## config.mk

```make
export PLATFORM = sky130hd
export DESIGN_NAME = fmeb_ctrl
export DESIGN_NICKNAME = d
export VERILOG_FILES = /design/src/fmeb_pkg.sv /design/src/fmeb_ctrl.sv
export SDC_FILE = /design/constraint.sdc
export NUM_CORES = 1
export LEC_CHECK = 0
export BUFFER_PORTS_ARGS = -buffer_cell sky130_fd_sc_hd__buf_4
export CAP_MARGIN = 15
export CORE_MARGIN = 2
export CORE_UTILIZATION = 47
export DETAILED_ROUTE_END_ITERATION = 6
export GPL_ROUTABILITY_DRIVEN = 0
export PLACE_DENSITY = 0.76
export SLEW_MARGIN = 20
export SYNTH_ARGS = -nofsm -noshare
export SYNTH_HDL_FRONTEND = slang
export SYNTH_SLANG_ARGS = --single-unit
```

## constraint.sdc

```tcl
create_clock -name clk -period 1.8 [get_ports clk]
set_input_delay 0.09 -clock clk [delete_from_list [all_inputs] [get_ports clk]]
set_output_delay 0.09 -clock clk [all_outputs]
set_load 0.02 [all_outputs]
```

## src/fmeb_pkg.sv

```systemverilog
// shared constants, types and index helpers for the fock element builder
`timescale 1ns / 1ps
package fmeb_pkg;

  localparam int MAX_BASIS      = 8;
  localparam int FRACTION_BITS  = 24;
  localparam int PAIR_COUNT     = MAX_BASIS * (MAX_BASIS + 1) / 2;
  localparam int INTEGRAL_DEPTH = PAIR_COUNT * (PAIR_COUNT + 1) / 2;
  localparam int MATRIX_DEPTH   = MAX_BASIS * MAX_BASIS;
  localparam int BASIS_RESET    = 8;

  localparam int IAW = $clog2(INTEGRAL_DEPTH);
  localparam int MAW = $clog2(MATRIX_DEPTH);
  localparam int KW  = (MAX_BASIS > 1) ? $clog2(MAX_BASIS) : 1;
  localparam int NW  = $clog2(MAX_BASIS + 1);

  // item field widths
  localparam int OP_W     = 2;
  localparam int ADDR_W   = 10;
  localparam int POS_W    = 3;
  localparam int VAL_W    = 32;
  localparam int BASIS_W  = 4;
  localparam int IN_DW    = 48;
  localparam int OUT_DW   = 40;

  // packed pair indices built from 3-bit fields reach 665
  localparam int PACK_W   = (IAW > 10) ? IAW : 10;

  // arithmetic widths
  localparam int DIFF_W   = VAL_W + 2;
  localparam int SPLIT_W  = 17;
  localparam int PLO_W    = VAL_W + SPLIT_W + 1;
  localparam int PHI_W    = VAL_W + DIFF_W - SPLIT_W;
  localparam int PROD_W   = VAL_W + DIFF_W;
  localparam int TERM_W   = PROD_W - FRACTION_BITS;
  localparam int ACC_W    = 64;
  localparam int ACC_LIMIT_LOG2 = 62;

  // configuration port
  localparam int CFG_AW = 3;
  localparam int CFG_DW = 32;
  localparam logic CFG_IDX_BASIS = 1'b0;

  typedef enum logic [OP_W-1:0] {
    OP_WR_INTEGRAL = 2'd0,
    OP_WR_DENSITY  = 2'd1,
    OP_WR_CORE     = 2'd2,
    OP_COMPUTE     = 2'd3
  } op_t;

  typedef enum logic [2:0] {
    ST_IDLE = 3'd0,
    ST_INIT = 3'd1,
    ST_RUN  = 3'd2,
    ST_WAIT = 3'd3,
    ST_DONE = 3'd4
  } state_t;

  typedef struct packed {
    logic          wr_en;
    logic          start;
    logic          init;
    logic          issue;
    logic          load_out;
    logic [KW-1:0] k;
    logic [KW-1:0] l;
  } dp_cmd_t;

  typedef struct packed {
    logic pipe_busy;
    logic out_busy;
  } dp_stat_t;

  // symmetric packed index: max*(max+1)/2 + min
  function automatic logic [PACK_W-1:0] pair_index(input logic [PACK_W-1:0] a,
                                                    input logic [PACK_W-1:0] b);
    logic [PACK_W-1:0]   hi;
    logic [PACK_W-1:0]   lo;
    logic [2*PACK_W-1:0] prod;
    hi   = (a > b) ? a : b;
    lo   = (a > b) ? b : a;
    prod = (2*PACK_W)'(hi) * ((2*PACK_W)'(hi) + (2*PACK_W)'(1));
    return PACK_W'(prod >> 1) + lo;
  endfunction

endpackage

```

## src/fmeb_ctrl.sv

```systemverilog
// sequencer: accepts items, walks the k,l loop and hands results over
`timescale 1ns / 1ps
module fmeb_ctrl (
  input  logic                           clk,
  input  logic                           rst_n,
  input  logic                           in_tvalid,
  input  logic [fmeb_pkg::OP_W-1:0]      in_op,
  input  logic [fmeb_pkg::BASIS_W-1:0]   basis_size,
  input  fmeb_pkg::dp_stat_t             stat,
  output logic                           in_tready,
  output fmeb_pkg::dp_cmd_t              cmd
);

  fmeb_pkg::state_t          state_r, state_nxt;
  logic [fmeb_pkg::KW-1:0]   k_r, k_nxt;
  logic [fmeb_pkg::KW-1:0]   l_r, l_nxt;
  logic [fmeb_pkg::NW-1:0]   n_r, n_nxt;
  logic [fmeb_pkg::NW-1:0]   n_cfg;
  logic                      k_last, l_last;

  always_comb begin
    if (int'(basis_size) > fmeb_pkg::MAX_BASIS) begin
      n_cfg = fmeb_pkg::NW'(fmeb_pkg::MAX_BASIS);
    end else begin
      n_cfg = fmeb_pkg::NW'(basis_size);
    end
  end

  assign k_last = fmeb_pkg::NW'(k_r) == n_r - fmeb_pkg::NW'(1);
  assign l_last = fmeb_pkg::NW'(l_r) == n_r - fmeb_pkg::NW'(1);

  always_ff @(posedge clk) begin
    if (!rst_n) begin
      state_r <= fmeb_pkg::ST_IDLE;
      k_r     <= '0;
      l_r     <= '0;
      n_r     <= '0;
    end else begin
      state_r <= state_nxt;
      k_r     <= k_nxt;
      l_r     <= l_nxt;
      n_r     <= n_nxt;
    end
  end

  always_comb begin
    state_nxt = state_r;
    k_nxt     = k_r;
    l_nxt     = l_r;
    n_nxt     = n_r;
    in_tready = 1'b0;
    cmd       = '0;
    cmd.k     = k_r;
    cmd.l     = l_r;
    case (state_r)
      fmeb_pkg::ST_IDLE: begin
        in_tready = 1'b1;
        if (in_tvalid) begin
          if (in_op == fmeb_pkg::OP_COMPUTE) begin
            cmd.start = 1'b1;
            n_nxt     = n_cfg;
            state_nxt = fmeb_pkg::ST_INIT;
          end else begin
            cmd.wr_en = 1'b1;
          end
        end
      end
      fmeb_pkg::ST_INIT: begin
        cmd.init  = 1'b1;
        k_nxt     = '0;
        l_nxt     = '0;
        // empty basis: result is the core element alone
        state_nxt = (n_r == '0) ? fmeb_pkg::ST_WAIT : fmeb_pkg::ST_RUN;
      end
      fmeb_pkg::ST_RUN: begin
        cmd.issue = 1'b1;
        if (l_last) begin
          l_nxt = '0;
          if (k_last) begin
            state_nxt = fmeb_pkg::ST_WAIT;
          end else begin
            k_nxt = k_r + fmeb_pkg::KW'(1);
          end
        end else begin
          l_nxt = l_r + fmeb_pkg::KW'(1);
        end
      end
      fmeb_pkg::ST_WAIT: begin
        if (!stat.pipe_busy) begin
          state_nxt = fmeb_pkg::ST_DONE;
        end
      end
      fmeb_pkg::ST_DONE: begin
        if (!stat.out_busy) begin
          cmd.load_out = 1'b1;
          state_nxt    = fmeb_pkg::ST_IDLE;
        end
      end
      default: begin
        state_nxt = fmeb_pkg::ST_IDLE;
      end
    endcase
  end

  a_start_init: assert property (@(posedge clk) disable iff (!rst_n)
    cmd.start |=> state_r == fmeb_pkg::ST_INIT)
    else $error("compute transfer not followed by accumulator init");

  a_loop_bounds: assert property (@(posedge clk) disable iff (!rst_n)
    state_r == fmeb_pkg::ST_RUN |-> (fmeb_pkg::NW'(k_r) < n_r) && (fmeb_pkg::NW'(l_r) < n_r))
    else $error("k,l loop index beyond basis size");

  a_last_in_flight: assert property (@(posedge clk) disable iff (!rst_n)
    (state_r == fmeb_pkg::ST_RUN) && (state_nxt == fmeb_pkg::ST_WAIT) |=> stat.pipe_busy)
    else $error("last term not seen in the pipeline");

  a_load_clean: assert property (@(posedge clk) disable iff (!rst_n)
    cmd.load_out |-> !stat.pipe_busy && !stat.out_busy)
    else $error("result loaded with terms in flight or output occupied");

endmodule

```

# Yosys cells after proc, flatten, opt, wreduce, memory -nomap -nowiden
# Cells that the tools add are included.
word_totals:
  regBits: 13
  latch_bits: 0
  mem_bits_rw: 0
  rom_bits: 0
  inputBits: 11
  n_memories: 0
op_classes:
  n_addsub: 3
  mul: 0
  div_mod_pow: 0
  order_cmp: 1
  n_eq_ne: 14
  shifts: 0
  n_mux: 23
  n_bitwise: 0
  reduce_logical: 6
op_table:
  columns: ["op", "count"]
  rows:
  - ["3-bit two-way mux", 9]
  - ["3-bit case mux with 5 select lines", 1]
  - ["2-bit != test (second input constant)", 7]
  - ["3-bit case mux with 2 select lines", 2]
  - ["3-bit by 4-bit == test with 1-bit output", 2]
  - ["1-bit two-way mux", 8]
  - ["3-bit by 1-bit adder with 3-bit output (second input constant)", 2]
  - ["3-bit by 2-bit == test with 1-bit output (second input constant)", 2]
  - ["3-bit AND reduction", 2]
  - ["6-bit AND reduction", 1]
  - ["4-bit > comparator (second input constant)", 1]
  - ["4-bit zero test", 1]
  - ["2-bit two-way mux", 2]
  - ["4-bit two-way mux", 1]
  - ["4-bit by 1-bit subtractor with 4-bit output (second input constant)", 1]
  - ["3-bit by 1-bit == test with 1-bit output (second input constant)", 1]
  - ["3-bit == test (second input constant)", 1]
  - ["3-bit zero test", 1]
  - ["2-bit == test (second input constant)", 1]
  - ["2-bit nonzero test", 1]

# Longest topological paths before layout
logic_depth:
  depth_word: 5
  depth_mapped: 7
  mapped_depth_nobuf: 6

# Worst setup path before layout
# No wires, ideal clock.
synth_timing:
  kind: "flip-flop to flip-flop"
  from: "reg state_r[2]"
  to: "reg k_r[2] in the netlist's numbering"
  setup_time_ns: 0.131
  arrival_ns: 1.611
  t_required_ns: 1.669
  setup_slack_ns: 0.058
  path_stages_with_launch: 6
  synth_period_minus_slack_ns: 1.742
  cell_sequence: "dfxtp_1 -> clkbuf_1 -> nor3b_1 -> nor3_1 -> a41oi_1 -> o211ai_1"
synth_via:
  elab_chain_cells: 3
  word_cells_on_any_way: 7
  cone_classes: "eq/ne (4); mux (1); reduce/logical (2)"
synth_lines:
  columns: ["element", "line_no", "rtl"]
  rows:
  - ["start: declaration", "fmeb_ctrl.sv:14", "fmeb_pkg::state_t state_r, state_nxt;"]
  - ["start signal: assignment", "fmeb_ctrl.sv:34", "state_r <= fmeb_pkg::ST_IDLE;"]
  - ["start signal: assignment", "fmeb_ctrl.sv:39", "state_r <= state_nxt;"]
  - ["3-bit by 2-bit == test with 1-bit output / 3-bit by 1-bit == test with 1-bit output (equally long branches)", "fmeb_ctrl.sv:55", "case (state_r)"]
  - ["2-bit != test (no line) / 2-bit nonzero test (equally long branches)", null, null]
  - ["3-bit AND reduction (no line)", null, null]
  - ["end signal: assignment", "fmeb_ctrl.sv:40", "k_r <= k_nxt;"]
  - ["end: declaration", "fmeb_ctrl.sv:15", "logic [fmeb_pkg::KW-1:0] k_r, k_nxt;"]
# Several ways; a longest one is shown, not always the timed one.
# A chain may end at the register's enable or synchronous reset.

# Final worst setup path
layout_timing:
  from: "reg n_r[1] in the netlist's numbering"
  to: "reg k_r[2] in the netlist's numbering"
layout_via:
  elab_chain_cells: 4
  word_cells_on_any_way: 6
  cone_classes: "add/sub (1); eq/ne (4); reduce/logical (1)"
layout_lines:
  columns: ["element", "line_no", "rtl"]
  rows:
  - ["start: declaration", "fmeb_ctrl.sv:17", "logic [fmeb_pkg::NW-1:0] n_r, n_nxt;"]
  - ["start signal: assignment", "fmeb_ctrl.sv:42", "n_r <= n_nxt;"]
  - ["4-bit by 1-bit subtractor with 4-bit output *", "fmeb_ctrl.sv:29, fmeb_ctrl.sv:30", null]
  - ["3-bit by 4-bit == test with 1-bit output, on equally long branches", "fmeb_ctrl.sv:29, fmeb_ctrl.sv:30", null]
  - ["2-bit != test (no line)", null, null]
  - ["3-bit AND reduction (no line) *", null, null]
# Every way passes the cells marked *; elsewhere a longest branch is shown, timed or not.

==> results_dict.tcl <==
set metrics [dict create \
    path_cells "inv_1 -> ha_1 -> xnor2_1 -> a211o_2 -> o21a_1 -> o211ai_1" \
    vias_per_cell 6.006 \
    hold_start "basis_size[3]" \
    area_growth_pct 23.27 \
    synth.avg_cell_area_um2 8.396 \
    die_area_um2 2413 \
    finalHoldViolations 0 \
    r2r_slack_ps 100 \
    power_uw 797.2 \
    holdWs_ps 71.36 \
    placed_cell_area_um2 1139 \
    reg2reg_from "n_r[1]" \
    wirelength_um 2201 \
    cp.required_ps 2000 \
    tightest_slew_ps 440.0 \
    drv_slew 0 \
    yosys_warnings 0 \
    reg2reg_depth 6 \
    overflow 0 \
    cts_buffers 3 \
    status "finished clean" \
    hold_buffers 0 \
    yosys_register_bits 13 \
    num_rows 16 \
    core_area_um2 1942 \
    port_buffers 22 \
    slew_headroom_pct 70.60 \
    htreeDepth 1 \
    die_h_um 49.13 \
    fin_skew_ps 3.295 \
    wl_per_cell_um 13.34 \
    fmax_mhz 587.8 \
    criticalPathCategory "reg -> reg" \
    start_util_pct 49.29 \
    synth_area_um2 957.2 \
    ys_seq_area_share_pct 27.19 \
    synth_edf_count 0 \
    ios 23 \
    clk_latency_ps 280 \
    dp_hpwl_um 1572 \
    worstHoldPathType "in -> reg" \
    utilization_pct 60.76 \
    vias 991 \
    grt_pass1_vias 863 \
    synthFlopType "dfxtp_1" \
    grt_usage_pct 19.17 \
    syn-instance-count 114 \
    nNetsFinal 153 \
    max_stage_delay_ps 360 \
    cp-end-kind "register" \
    clock-root-buffer "clkbuf_4" \
    grt_start_max_net_pins 14 \
    diodes 0 \
    max-cap-violations 0 \
    die_w_um 49.13 \
    dp.cells 160 \
    cp.arrival_ps 1900 \
    powerDensity_nw_per_um2 675.7 \
    cts.sink_count 13 \
    ys_async_sr_fraction_pct 0 \
    slowest_stage "dfxtp_1" \
    crit_start "n_r[1]" \
    ir_drop_mv 0.6125 \
    drc_errors 0 \
    worstHoldPathCells 3 \
    drt-initial-drc-count 33 \
    tritoncts "built" \
    instances_no_fill 165 \
    grt_pass1_wl_um 3650 \
    finalCritPeriodShare_pct 94.52 \
    clk_pin_slew_worst_paths_ps 80 \
    cts_setup_buffers 0 \
    ys_types 43 \
    first_pass_iters 5 \
    min_to "n_r[3]" \
    crit_fanout 6 \
    drive_gt1_share_pct 26.81 \
    r2r-end "k_r[2]" \
    finalSetupViolations 0 \
    synth_nets 128 \
    final_antenna_net_count 0 \
    p_leak_nw 0.4910 \
    post-route-cell-area_um2 1180 \
    clock_path_buffers 2 \
    timing.final.crit_period_ps 1701 \
    antenna_found_initial 0 \
    start_kind "register" \
]
==> cell usage after synthesis (all sizes together), types with 4 or more instances <==
| library cell | instances | area (um^2) |
|---|---|---|
| o211ai | 4 | 30.03 |
| o21ai | 4 | 20.02 |
| nand2 | 6 | 22.52 |
| nor2 | 7 | 33.78 |
| nor3 | 4 | 20.02 |
| nand3b | 6 | 45.04 |
| xor2 | 4 | 35.03 |
| buf | 5 | 40.04 |
| inv | 6 | 22.52 |
| dfxtp | 13 | 260.3 |
| nand3 | 7 | 35.03 |
| a21oi | 7 | 35.03 |
==> registers in the layout, summed over array words and instances (netlist names) <==
register  count
n_r           4
l_r           3
k_r           3
state_r       3
==> cell families after synthesis <==
group                      synth area share [%]
and+or+nand+nor                           31.63
AOI/OAI and AO/OA                         21.18
buffers and inverters                     7.321
DFF                                       27.19
xor gates and xnor gates                  8.758
adders and majority gates                 3.922
==> per-stage QoR <==
step | TNS (ps) | setup slack [ps]
after CTS | 0 | 25.11
after detailed placement | 0 | 43.19
after floorplan | 0 | 58.23
final | 0 | 98.68
after global placement | 0 | 94.88
after global routing | -2.644 | -2.644
==> worst max path at each step <==
stage                  end  slack, ps  cells after the start
floorplan           k_r[2]         60                      5
global placement    k_r[1]         90                      6
detailed placement  k_r[2]         40                      6
CTS                 k_r[2]         30                      6
global route        k_r[1]         -3                      6
finish              k_r[2]        100                      6
==> critical path, delay by kind of cell (launching register included) <==
kind,cells,cell delay [ps]
flops,1,360
xor+xnor,1,170
buf+inv,1,50
compound gates,3,730
fa+ha+maj,1,310
==> cell usage in the layout (no fill, tap or decap), types with 2 or more instances in the layout <==
cell type and instances:
nand3b_1 6, buf_4 26, a21oi_1 7, nand2b_1 3
xnor2_1 3, nor2b_1 2, o2111ai_1 2, nor3_1 4
nand3_1 7, nor2_1 6, xor2_1 4, o21ai_1 4
and3_1 2, dfxtp_1 13, ha_1 3, clkbuf_4 3
o31ai_1 2, a31oi_1 2, inv_1 5, nand2_1 6
o211ai_1 4, nor4_1 2
==> where the power goes <==
| part | switching, mW | internal, mW |
|---|---|---|
| clock | 0.0954 | 0.0862 |
| combinational | 0.159 | 0.121 |
| sequential | 0.0318 | 0.304 |
==> area by class of cell <==
type | instances | area [um^2]
fill | 177 | 762.0
multi-input combinational | 89 | 641.9
sequential | 13 | 260.3
timing repair buffer | 26 | 195.2
tap | 27 | 33.78
clock buffer | 4 | 26.28
inverter | 6 | 22.52
==> per-layer routing <==
| layer | wire length (um) | track usage (%) | vias to the layer above |
|---|---|---|---|
| met1 | 963 | 23.56 | 469 |
| li1 | - | - | 478 |
| met3 | 143 | 5.828 | 5 |
| met5 | 0 | 0 | - |
| met4 | 28 | 4.286 | 0 |
| met2 | 1065 | 32.66 | 39 |
==> timing repair <==
item                                   4_1_cts  5_1_grt
endpoints found under the hold margin        0        0
resized for setup                            0        2
setup endpoints to repair                    0        7
Note: power is estimated with default switching activity, not from simulation.
